`config.mk`:
```
export PLATFORM = sky130hd
export DESIGN_NAME = wrap_cycle_sequencer
export DESIGN_NICKNAME = d
export VERILOG_FILES = /design/src/rtl/wcs_pkg.sv /design/src/rtl/wcs_debounce.sv /design/src/rtl/wcs_sequencer.sv /design/src/rtl/wrap_cycle_sequencer.sv
export SDC_FILE = /design/constraint.sdc
export NUM_CORES = 1
export LEC_CHECK = 0
export BUFFER_PORTS_ARGS = -buffer_cell sky130_fd_sc_hd__buf_2
export CAP_MARGIN = 20
export CORE_MARGIN = 4
export CORE_UTILIZATION = 25
export CTS_CLUSTER_DIAMETER = 30
export DETAILED_ROUTE_END_ITERATION = 16
export PLACE_DENSITY = 0.42
export REMOVE_ABC_BUFFERS = 1
export SLEW_MARGIN = 25
export SYNTH_ARGS = -nofsm -noshare
export SYNTH_HDL_FRONTEND = slang
export SYNTH_SLANG_ARGS = --single-unit
```
`constraint.sdc`:
```
create_clock -name aclk -period 10.4 [get_ports aclk]
set_clock_uncertainty 0.15 [all_clocks]
set_input_delay 0.52 -clock aclk [delete_from_list [all_inputs] [get_ports aclk]]
set_output_delay 0.52 -clock aclk [all_outputs]
set_load 0.005 [all_outputs]
```
`src/rtl/wcs_pkg.sv`:
```
// wcs_pkg: shared types and constants for the wrap cycle sequencer
// no dependencies
package wcs_pkg;

    localparam int PHASE_TIMER_BITS = 17;
    localparam int NUM_SENSORS      = 5;

    // sensor slots
    localparam int SN_DENS  = 0;
    localparam int SN_START = 1;
    localparam int SN_END   = 2;
    localparam int SN_DOOR  = 3;
    localparam int SN_BTN   = 4;

    typedef enum logic [3:0] {
        PH_DENSITY = 4'd0,
        PH_TRACTOR = 4'd1,
        PH_START   = 4'd2,
        PH_RUNNING = 4'd3,
        PH_END     = 4'd4,
        PH_DOOR    = 4'd5,
        PH_ERROR   = 4'd6,
        PH_TEST    = 4'd7,
        PH_HOME    = 4'd8
    } phase_t;

    typedef enum logic [1:0] {
        BEACON_OFF  = 2'd0,
        BEACON_ON   = 2'd1,
        BEACON_FAST = 2'd2,
        BEACON_SLOW = 2'd3
    } beacon_t;

    typedef enum logic [2:0] {
        CFG_DENSITY_HOLD  = 3'd0,
        CFG_STOP_DELAY    = 3'd1,
        CFG_NET_RUN       = 3'd2,
        CFG_TWINE_RUN     = 3'd3,
        CFG_MOTOR_TIMEOUT = 3'd4,
        CFG_SOUND_MODE    = 3'd5,
        CFG_DEBOUNCE      = 3'd6
    } cfg_idx_t;

    // checkpoint values
    localparam logic [1:0] CP_EMPTY    = 2'd0;
    localparam logic [1:0] CP_WRAPPING = 2'd1;
    localparam logic [1:0] CP_READY    = 2'd2;

    localparam int MS_PER_S        = 1000;
    localparam int TEST_HOLD_MS    = 10000;
    localparam int CLICK_GAP_MAX   = 600;
    localparam int TEST_TIMEOUT_MS = 60000;
    localparam int ERROR_BEEP_MS   = 4000;

    // input word layout
    typedef struct packed {
        logic remote_reset;
        logic remote_net_select;
        logic remote_manual;
        logic remote_connected;
        logic local_net_select;
        logic button_raw;
        logic door_raw;
        logic end_raw;
        logic start_raw;
        logic density_raw;
    } in_word_t;

    // debounced sensor status handed to the sequencer
    typedef struct packed {
        logic [NUM_SENSORS-1:0] stable;
        logic [NUM_SENSORS-1:0] pressed;
        logic                   dens_hold_1s;
        logic                   dens_hold_cfg;
        logic                   btn_hold_test;
    } sens_t;

    typedef struct packed {
        logic [4:0] density_hold_s;
        logic [4:0] stop_delay_s;
        logic [4:0] net_run_s;
        logic [4:0] twine_run_s;
        logic [6:0] motor_timeout_s;
        logic [1:0] sound_mode;
        logic [9:0] debounce_ms;
    } cfg_t;

    typedef struct packed {
        logic [1:0] beacon_mode;
        logic [2:0] beep_count;
        logic [9:0] beep_ms;
        logic       checkpoint_write;
        logic [1:0] checkpoint_value;
        logic       bale_done;
        logic       net_motor_on;
        logic       twine_motor_on;
        logic [3:0] phase;
    } out_word_t;

endpackage

```
`src/rtl/wcs_debounce.sv`:
```
// wcs_debounce: debounce and hold timers for the five sensors
// depends on wcs_pkg
module wcs_debounce (
    input  logic               aclk,
    input  logic               aresetn,
    input  logic               tick,
    input  logic [4:0]         raw,
    input  wcs_pkg::cfg_t      cfg,
    output wcs_pkg::sens_t     sens
);
    import wcs_pkg::*;

    logic [NUM_SENSORS-1:0] last_reg, last_next;
    logic [NUM_SENSORS-1:0] stable_reg, stable_next;
    logic [9:0]  steady_reg [NUM_SENSORS];
    logic [9:0]  steady_next [NUM_SENSORS];
    logic [14:0] held_reg [NUM_SENSORS];
    logic [14:0] held_next [NUM_SENSORS];
    logic [NUM_SENSORS-1:0] pressed;
    logic [16:0] dens_lim;

    // per sensor debounce, independent lanes
    always_comb begin
        for (int s = 0; s < NUM_SENSORS; s++) begin
            held_next[s] = (held_reg[s] == 15'h7fff) ? held_reg[s] : held_reg[s] + 15'd1;
            if (raw[s] != last_reg[s])
                steady_next[s] = '0;
            else
                steady_next[s] = (steady_reg[s] == 10'h3ff) ? steady_reg[s]
                                                             : steady_reg[s] + 10'd1;
            stable_next[s] = stable_reg[s];
            pressed[s] = 1'b0;
            if (steady_next[s] >= cfg.debounce_ms && stable_reg[s] != raw[s]) begin
                stable_next[s] = raw[s];
                held_next[s] = '0;
                pressed[s] = raw[s];
            end
            last_next[s] = raw[s];
        end
    end

    assign dens_lim = 17'(cfg.density_hold_s) * 17'(MS_PER_S);

    // hold comparisons against updated timers
    always_comb begin
        sens.stable        = stable_next;
        sens.pressed       = pressed;
        sens.dens_hold_1s  = stable_next[SN_DENS] && (held_next[SN_DENS] >= 15'(MS_PER_S));
        sens.dens_hold_cfg = stable_next[SN_DENS] && (17'(held_next[SN_DENS]) >= dens_lim);
        sens.btn_hold_test = stable_next[SN_BTN] && (held_next[SN_BTN] >= 15'(TEST_HOLD_MS));
    end

    // timer registers
    always_ff @(posedge aclk) begin
        if (!aresetn) begin
            last_reg   <= '0;
            stable_reg <= '0;
            for (int s = 0; s < NUM_SENSORS; s++) begin
                steady_reg[s] <= '0;
                held_reg[s]   <= '0;
            end
        end else if (tick) begin
            last_reg   <= last_next;
            stable_reg <= stable_next;
            for (int s = 0; s < NUM_SENSORS; s++) begin
                steady_reg[s] <= steady_next[s];
                held_reg[s]   <= held_next[s];
            end
        end
    end

endmodule

```
`src/rtl/wcs_sequencer.sv`:
```
// wcs_sequencer: wrap cycle phase machine, resets, test mode and clicks
// depends on wcs_pkg
module wcs_sequencer (
    input  logic                 aclk,
    input  logic                 aresetn,
    input  logic                 tick,
    input  wcs_pkg::in_word_t    in_word,
    input  wcs_pkg::sens_t       sens,
    input  wcs_pkg::cfg_t        cfg,
    output wcs_pkg::out_word_t   res
);
    import wcs_pkg::*;

    localparam logic [PHASE_TIMER_BITS-1:0] PMAX = '1;

    phase_t  phase_reg, phase_next;
    logic [PHASE_TIMER_BITS-1:0] ptimer_reg, ptimer_next;
    logic [15:0] ttimer_reg, ttimer_next;
    logic        door_seen_reg, door_seen_next;
    logic [2:0]  clicks_reg, clicks_next;
    logic [9:0]  gap_reg, gap_next;
    logic [1:0]  relays_reg, relays_next;
    beacon_t     beacon_reg, beacon_next;

    logic [16:0] stop_lim, run_lim, tmo_lim;
    logic        conn, manual, net_sel, quiet;

    assign conn     = in_word.remote_connected;
    assign manual   = conn && in_word.remote_manual;
    assign net_sel  = conn ? in_word.remote_net_select : in_word.local_net_select;
    assign quiet    = conn && (cfg.sound_mode == 2'd1);
    assign stop_lim = 17'(cfg.stop_delay_s) * 17'(MS_PER_S);
    assign run_lim  = 17'(net_sel ? cfg.net_run_s : cfg.twine_run_s) * 17'(MS_PER_S);
    assign tmo_lim  = 17'(cfg.motor_timeout_s) * 17'(MS_PER_S);

    // next state in the order of checks of one tick
    always_comb begin
        logic [2:0] bc;
        logic [9:0] bm;
        logic       cpw, bale, tmo_hit;
        logic [1:0] cpv;
        logic [1:0] start_relay;

        bc = '0; bm = '0; cpw = 1'b0; cpv = CP_EMPTY; bale = 1'b0;
        start_relay = net_sel ? 2'b10 : 2'b01;
        phase_next     = phase_reg;
        ptimer_next    = (ptimer_reg == PMAX) ? ptimer_reg : ptimer_reg + 1'b1;
        ttimer_next    = (ttimer_reg == 16'hffff) ? ttimer_reg : ttimer_reg + 16'd1;
        gap_next       = (gap_reg == 10'h3ff) ? gap_reg : gap_reg + 10'd1;
        door_seen_next = door_seen_reg;
        clicks_next    = clicks_reg;
        relays_next    = relays_reg;
        beacon_next    = beacon_reg;

        // remote emergency reset
        if (in_word.remote_reset && phase_next != PH_DENSITY && phase_next != PH_TEST) begin
            relays_next = '0;
            if (!quiet) begin bc = 3'd1; bm = 10'd600; end
            beacon_next = BEACON_OFF; door_seen_next = sens.stable[SN_DOOR];
            clicks_next = '0; phase_next = PH_DENSITY; cpw = 1'b1; cpv = CP_EMPTY;
        end

        // long button hold into test mode
        if (sens.btn_hold_test && phase_next != PH_TEST) begin
            relays_next = '0;
            if (!quiet) begin bc = 3'd1; bm = 10'd100; end
            beacon_next = BEACON_SLOW; phase_next = PH_TEST;
            ttimer_next = '0; clicks_next = '0;
        end

        // button clicks
        if (sens.pressed[SN_BTN] && phase_next != PH_TEST) begin
            clicks_next = (gap_next <= 10'(CLICK_GAP_MAX))
                        ? ((clicks_next == 3'd7) ? clicks_next : clicks_next + 3'd1) : 3'd1;
            gap_next = '0;
            if (phase_next != PH_DENSITY && phase_next != PH_HOME) begin
                relays_next = '0;
                if (!quiet) begin bc = 3'd1; bm = 10'd600; end
                beacon_next = BEACON_OFF; door_seen_next = sens.stable[SN_DOOR];
                clicks_next = '0; phase_next = PH_DENSITY; cpw = 1'b1; cpv = CP_EMPTY;
            end else if (phase_next == PH_HOME) begin
                relays_next = '0;
                if (!quiet) begin bc = 3'd1; bm = 10'd600; end
                beacon_next = BEACON_OFF; phase_next = PH_DENSITY;
            end
            if (clicks_next == 3'd5 && phase_next == PH_DENSITY) begin
                clicks_next = '0; relays_next = relays_next | start_relay;
                if (!quiet) begin bc = 3'd1; bm = 10'd800; end
                beacon_next = BEACON_ON; ptimer_next = '0; phase_next = PH_HOME;
            end
        end

        // door opened outside unload, test and density
        if (sens.pressed[SN_DOOR] && phase_next != PH_DOOR && phase_next != PH_TEST &&
            phase_next != PH_DENSITY) begin
            relays_next = '0;
            if (!quiet) begin bc = 3'd1; bm = 10'd600; end
            beacon_next = BEACON_OFF; door_seen_next = sens.stable[SN_DOOR];
            clicks_next = '0; phase_next = PH_DENSITY; cpw = 1'b1; cpv = CP_EMPTY;
        end

        // motor timeout against the phase timer as the checks above left it
        tmo_hit = (cfg.motor_timeout_s != '0) && (PHASE_TIMER_BITS'(tmo_lim) <= ptimer_next);

        // phase work
        case (phase_next)
            PH_DENSITY: begin
                if (manual ? sens.dens_hold_1s : sens.dens_hold_cfg) begin
                    if (!quiet) begin bc = 3'd3; bm = 10'd300; end
                    beacon_next = BEACON_ON; ptimer_next = '0; phase_next = PH_TRACTOR;
                end
            end
            PH_TRACTOR: begin
                if (manual) begin
                    if (sens.stable[SN_START]) begin
                        if (!quiet) begin bc = 3'd1; bm = 10'd200; end
                        ptimer_next = '0; cpw = 1'b1; cpv = CP_WRAPPING;
                        phase_next = PH_RUNNING;
                    end
                end else if (PHASE_TIMER_BITS'(stop_lim) <= ptimer_next) begin
                    relays_next = relays_next | start_relay;
                    ptimer_next = '0; cpw = 1'b1; cpv = CP_WRAPPING; phase_next = PH_START;
                end
            end
            PH_START: begin
                if (sens.stable[SN_START]) begin
                    if (!quiet) begin bc = 3'd1; bm = 10'd200; end
                    ptimer_next = '0; phase_next = PH_RUNNING;
                end else if (tmo_hit) begin
                    relays_next = '0; beacon_next = BEACON_FAST;
                    ptimer_next = '0; phase_next = PH_ERROR;
                end
            end
            PH_RUNNING: begin
                if (PHASE_TIMER_BITS'(run_lim) <= ptimer_next) begin
                    relays_next = '0; ptimer_next = '0; phase_next = PH_END;
                end
            end
            PH_END: begin
                if (sens.stable[SN_END]) begin
                    if (!quiet) begin bc = 3'd2; bm = 10'd400; end
                    door_seen_next = 1'b0; cpw = 1'b1; cpv = CP_READY; phase_next = PH_DOOR;
                end else if (tmo_hit) begin
                    beacon_next = BEACON_FAST; ptimer_next = '0; phase_next = PH_ERROR;
                end
            end
            PH_DOOR: begin
                if (sens.stable[SN_DOOR] && !door_seen_next) begin
                    door_seen_next = 1'b1;
                end else if (!sens.stable[SN_DOOR] && door_seen_next) begin
                    cpw = 1'b1; cpv = CP_EMPTY;
                    if (!quiet) begin bc = 3'd2; bm = 10'd150; end
                    bale = 1'b1; door_seen_next = 1'b0; beacon_next = BEACON_OFF;
                    phase_next = PH_DENSITY;
                end
            end
            PH_ERROR: begin
                if (PHASE_TIMER_BITS'(ERROR_BEEP_MS) <= ptimer_next) begin
                    if (!quiet) begin bc = 3'd2; bm = 10'd200; end
                    ptimer_next = '0;
                end
            end
            PH_HOME: begin
                if (sens.stable[SN_END]) begin
                    relays_next = '0;
                    if (!quiet) begin bc = 3'd2; bm = 10'd400; end
                    beacon_next = BEACON_OFF; phase_next = PH_DENSITY;
                end else if (tmo_hit) begin
                    relays_next = '0; beacon_next = BEACON_FAST;
                    ptimer_next = '0; phase_next = PH_ERROR;
                end
            end
            PH_TEST: begin
                if (ttimer_next >= 16'(TEST_TIMEOUT_MS)) begin
                    if (!quiet) begin bc = 3'd2; bm = 10'd400; end
                    beacon_next = BEACON_OFF; door_seen_next = sens.stable[SN_DOOR];
                    phase_next = PH_DENSITY;
                end
            end
            default: ;
        endcase

        res.phase            = phase_next;
        res.twine_motor_on   = relays_next[0];
        res.net_motor_on     = relays_next[1];
        res.beacon_mode      = beacon_next;
        res.beep_count       = bc;
        res.beep_ms          = bm;
        res.checkpoint_write = cpw;
        res.checkpoint_value = cpw ? cpv : CP_EMPTY;
        res.bale_done        = bale;
    end

    // sequencer state
    always_ff @(posedge aclk) begin
        if (!aresetn) begin
            phase_reg     <= PH_DENSITY;
            ptimer_reg    <= '0;
            ttimer_reg    <= '0;
            door_seen_reg <= 1'b0;
            clicks_reg    <= '0;
            gap_reg       <= '1;
            relays_reg    <= '0;
            beacon_reg    <= BEACON_OFF;
        end else if (tick) begin
            phase_reg     <= phase_next;
            ptimer_reg    <= ptimer_next;
            ttimer_reg    <= ttimer_next;
            door_seen_reg <= door_seen_next;
            clicks_reg    <= clicks_next;
            gap_reg       <= gap_next;
            relays_reg    <= relays_next;
            beacon_reg    <= beacon_next;
        end
    end

    // net and twine relays are never driven together
    a_relays_exclusive: assert property (@(posedge aclk) disable iff (!aresetn)
        !(relays_reg[0] && relays_reg[1]))
        else $error("both relays on");
    // bale done only leaves the unload phase
    a_bale_from_door: assert property (@(posedge aclk) disable iff (!aresetn)
        (tick && res.bale_done) |-> (phase_reg == PH_DOOR))
        else $error("bale pulse outside unload");
    // error phase keeps motors off
    a_error_motors_off: assert property (@(posedge aclk) disable iff (!aresetn)
        (phase_reg == PH_ERROR) |-> (relays_reg == 2'b00))
        else $error("motor on in error phase");

endmodule

```
`src/rtl/wrap_cycle_sequencer.sv`:
```
// wrap_cycle_sequencer: top level with config registers, input and result stages
// depends on wcs_pkg, wcs_debounce, wcs_sequencer
//
// One input word is one millisecond tick; one result word comes out per tick. A word is taken
// every clock cycle while the result side keeps up: the tick's whole update is combinational
// logic between the input word register and the result register, so throughput is one word
// per cycle. The result register with its skid slot lets s_axis_tready stay high while one
// finished word waits.
module wrap_cycle_sequencer (
    input  logic        aclk,
    input  logic        aresetn,
    // tdata: density_raw, start_raw, end_raw, door_raw, button_raw, local_net_select,
    //        remote_connected, remote_manual, remote_net_select, remote_reset, 6 zero bits
    input  logic        s_axis_tvalid,
    output logic        s_axis_tready,
    input  logic [15:0] s_axis_tdata,
    // tdata: phase[3:0], twine_motor_on, net_motor_on, beacon_mode[1:0], beep_count[2:0],
    //        beep_ms[9:0], checkpoint_write, checkpoint_value[1:0], bale_done, 7 zero bits
    output logic        m_axis_tvalid,
    input  logic        m_axis_tready,
    output logic [31:0] m_axis_tdata,
    input  logic        cfg_valid,
    output logic        cfg_ready,
    input  logic [2:0]  cfg_index,
    input  logic [9:0]  cfg_data
);
    import wcs_pkg::*;

    cfg_t      cfg_reg;
    in_word_t  in_reg;
    logic      in_vld_reg;
    out_word_t res;
    out_word_t out_reg, skid_reg;
    logic      out_vld_reg, skid_vld_reg;
    sens_t     sens;
    logic      tick;

    assign cfg_ready     = 1'b1;
    assign s_axis_tready = !skid_vld_reg;
    assign tick          = in_vld_reg && !skid_vld_reg;

    // configuration writes
    always_ff @(posedge aclk) begin
        if (!aresetn) begin
            cfg_reg.density_hold_s  <= 5'd1;
            cfg_reg.stop_delay_s    <= 5'd4;
            cfg_reg.net_run_s       <= 5'd2;
            cfg_reg.twine_run_s     <= 5'd3;
            cfg_reg.motor_timeout_s <= 7'd40;
            cfg_reg.sound_mode      <= 2'd2;
            cfg_reg.debounce_ms     <= 10'd150;
        end else if (cfg_valid) begin
            unique case (cfg_idx_t'(cfg_index))
                CFG_DENSITY_HOLD:  cfg_reg.density_hold_s  <= cfg_data[4:0];
                CFG_STOP_DELAY:    cfg_reg.stop_delay_s    <= cfg_data[4:0];
                CFG_NET_RUN:       cfg_reg.net_run_s       <= cfg_data[4:0];
                CFG_TWINE_RUN:     cfg_reg.twine_run_s     <= cfg_data[4:0];
                CFG_MOTOR_TIMEOUT: cfg_reg.motor_timeout_s <= cfg_data[6:0];
                CFG_SOUND_MODE:    cfg_reg.sound_mode      <= cfg_data[1:0];
                CFG_DEBOUNCE:      cfg_reg.debounce_ms     <= cfg_data;
                default: ;
            endcase
        end
    end

    // input word register
    always_ff @(posedge aclk) begin
        if (!aresetn) begin
            in_vld_reg <= 1'b0;
        end else if (s_axis_tready) begin
            in_vld_reg <= s_axis_tvalid;
        end
        if (s_axis_tready && s_axis_tvalid)
            in_reg <= in_word_t'(s_axis_tdata[9:0]);
    end

    wcs_debounce u_deb (
        .aclk    (aclk),
        .aresetn (aresetn),
        .tick    (tick),
        .raw     ({in_reg.button_raw, in_reg.door_raw, in_reg.end_raw,
                   in_reg.start_raw, in_reg.density_raw}),
        .cfg     (cfg_reg),
        .sens    (sens)
    );

    wcs_sequencer u_seq (
        .aclk    (aclk),
        .aresetn (aresetn),
        .tick    (tick),
        .in_word (in_reg),
        .sens    (sens),
        .cfg     (cfg_reg),
        .res     (res)
    );

    // result register with skid slot
    always_ff @(posedge aclk) begin
        if (!aresetn) begin
            out_vld_reg  <= 1'b0;
            skid_vld_reg <= 1'b0;
        end else begin
            if (!out_vld_reg || m_axis_tready) begin
                if (skid_vld_reg) begin
                    out_reg      <= skid_reg;
                    out_vld_reg  <= 1'b1;
                    skid_vld_reg <= 1'b0;
                end else begin
                    out_vld_reg <= tick;
                    if (tick) out_reg <= res;
                end
            end else if (tick) begin
                skid_reg     <= res;
                skid_vld_reg <= 1'b1;
            end
        end
    end

    assign m_axis_tvalid = out_vld_reg;
    assign m_axis_tdata  = {7'd0, out_reg.bale_done, out_reg.checkpoint_value,
                            out_reg.checkpoint_write, out_reg.beep_ms, out_reg.beep_count,
                            out_reg.beacon_mode, out_reg.net_motor_on,
                            out_reg.twine_motor_on, out_reg.phase};

endmodule

```
==> summary.txt <==
Power and ir drop
  – Register share of total power: 26.3%
  – Clock Power Share: 58.5%
  – Internal power: 3.08 mW
  – Pwr per Cell Area: 178 nW/um2
  – Max VDD drop: 0.126 mV
  – P_leak: 9.87 nW
  – Sw frac: 26.9%
  – Psw: 1.13 mW
  – Logic pwr share: 15.1%

Synthesis
  – Synth top area share: 21.0%
  – Top-count cell post-synth: ha_1
  – Sequential area share after synthesis: 32.0%
  – Area leader, netlist: edfxtp_1
  – Seq cells post-synth: 243
  – EDFF count, synth: 136
  – Library cells used by synthesis: 91
  – Ys flop type: edfxtp_1
  – Adder-cell share of the synthesized area: 18.6%
  – Complex-gate fraction of the synthesized area: 16.7%
  – Cells after Synth: 2,188
  – Synth top area cells: edfxtp_1 (21%), ha_1 (14%), dfxtp_1 (11%)
  – Post-synthesis mux area share: 3.19%
  – Top cells by count, synth: ha_1 (212), nor2_1 (186), nand2_1 (184), inv_1 (148), edfxtp_1 (136)
  – Asr flop ratio synth: 0%
  – Simple-gate share of the synthesized area: 20.4%
  – Synth warn: 0
  – Synth Cell Area: 19,400 um2
  – Largest family of logic cells by synthesized area: simple AND/OR/NAND/NOR gates
  – XOR/XNOR share of the synthesized area: 4.28%
  – Synth Area per Inst: 8.89 um2

Floorplanning
  – Initial core utilization: 25.4%
  – CORE AREA: 76,500 um2
  – Area of the die: 82,300 um2
  – Site row count: 101
  – Vert. Die Dim: 287 um
  – Total I/O pin count: 69
  – Die W: 287 um

STA
  – Final Max Tran Viols: 0
  – Max Freq: 105 MHz
  – Final setup vio count: 0
  – Relative slew slack: 31.7%
  – Hold Slack: 0.0516 ns
  – Period utilization: 91.7%
  – Min Tclk post-route: 9.54 ns
  – Final setup TNS: 0 ns
  – Final Hold Viols: 0
  – Worst-Margin Slew: 1.02 ns
  – RSZ-0062 raised after global routing: no

Clock network
  – Clock Latency Late Sink: 0.62 ns
  – Clk sinks: 243
  – Root buf cell: clkbuf_16
  – CTS tree: built
  – CTS Buf Count: 81
  – H-tree depth: 3
  – CTS max path bufs: 3
  – Clock-pin transition on the worst setup and hold timing paths: 0.04 ns

Setup path
  – Critical path class: reg -> reg
  – CP Buf/Inv Count: 0
  – Worst EP arrival: 9.86 ns
  – Crit start category: flop
  – Worst EP required: 10.72 ns
  – Worst Setup End Kind: flop
  – CP max-delay cell: a2111oi_0
  – Crit path max fanout: 17
  – Crit-path leading delay family: compound AO/OA/AOI/OAI gates
  – Crit path largest cell delay: 0.58 ns

Run
  – Max-Cap Viols: 0

Place
  – Detail Placement HPWL: 39,900 um
  – Routability cong.: 0.872
  – Port Buf Inserts: 52
  – Cells after DPL: 3,212

GRT
  – Remaining global-route overflow: 0
  – Vias in the first global route: 16,500
  – Largest net degree at the start of global routing: 72
  – Initial antenna violation count: 0
  – First-pass GRT wire length: 88,600 um
  – Overall Global Routing Usage: 13.2%

Layout
  – Max reg flops: 50
  – Layout area overhead: 22.1%
  – Antenna Cells: 0
  – Multi-input gate area: 12,400 um2
  – Filler cell count: 7,949
  – Reg area: 6230 um2
  – Layout cell share with drive strength beyond 1: 10.6%
  – Fin cells: 3,371
  – Nets@finish: 2,569

Routing
  – First-pass iteration count of the detailed router: 5
  – Vias: 16,300
  – Routed WL: 54,800 um
  – Routed Antenna Nets: 0
  – Routed vias/inst: 4.84
  – WL per Instance: 16.3 um
  – Residual DRC: 0
  – Iteration-0 DRC Markers: 909

Status
  – Status: finished clean

Worst hold path
  – Min-Delay Path Class: in -> reg
-- power groups by stage --
stage / sequential (mW) / combinational, mW / clock, mW
finish: 1.11 / 0.638 / 2.47
global route: 1.12 / 0.728 / 2.57
CTS: 1.11 / 0.644 / 2.52
detailed placement: 1.12 / 0.636 / 0
global placement: 1.12 / 0.626 / 0
floorplan: 1.11 / 0.455 / 0
-- stage by stage --
stage	setup WS, ns	power [mW]	utilization, %	instance area, um2
after floorplan	1.69	1.57	-	19100
after global placement	0.963	1.75	27.2	20800
after detailed placement	0.789	1.76	27.2	20800
after CTS	0.699	4.27	31.0	23700
after global routing	0.128	4.42	31.1	23700
final	0.863	4.21	31.1	23700
-- logic make-up after synthesis --
family / after synthesis
compound gates: 493
xor+xnor: 95
fa+ha+maj: 260
buf+inv: 236
flops: 243
mux: 60
other cells: 2
simple gates: 799
-- final timing paths --
kind / startpoint / to / slack, ns / depth (start not counted)
max: u_deb.steady_reg[0][40] / u_seq.ptimer_reg[7] / 0.86 / 36
min: cfg_data[7] / cfg_reg[7] / 0.05 / 3
max reg2reg: u_deb.steady_reg[0][40] / u_seq.ptimer_reg[7] / 0.86 / 36
min reg2reg: cfg_reg[5] / cfg_reg[5] / 0.31 / 2
-- cell type report --
| cell class | count | area share (%) |
|---|---|---|
| clock buffer | 111 | 9.40 |
| clock inverter | 38 | 2.37 |
| inverter | 148 | 2.34 |
| multi-input combinational | 1717 | 52.0 |
| sequential | 243 | 26.2 |
| tap | 1030 | 5.43 |
| timing repair buffer | 84 | 2.23 |
-- cells in the final DEF, fill, tap and decap left out, types with 82 or more instances in the layout --
cell       synthesis  final
ha_1             212    212
nor2_1           186    184
nand2_1          184    183
inv_1            148    147
edfxtp_1         136    136
o21ai_0          122    122
a21oi_1          122    122
dfxtp_1          107    107
nand3_1           97     97
clkbuf_16          0     82
-- worst reg2reg max path, delay by kind of cell (launching register included) --
kind / cells / cell delay [ns]
compound gates: 17 / 4.12
xor+xnor: 1 / 0.20
fa+ha+maj: 4 / 1.10
flops: 1 / 0.38
mux: 1 / 0.09
simple gates: 13 / 3.36
-- metal layers --
layer / up-vias / GRT usage [%] / part of all wire, %
li1: 8101 / - / -
met2: 340 / 22.2 / 47
met1: 7803 / 17.4 / 47
met3: 86 / 2.20 / 3.8
met4: 0 / 3.99 / 2.2
met5: - / 0 / 0
-- timing repair --
item	in CTS	in global routing
hold buffers	10	0
setup endpoints to repair	0	4
resized for setup	0	1
hold endpoints to repair	10	0
setup buffers	0	0
Power figures use the tool's default switching activity.
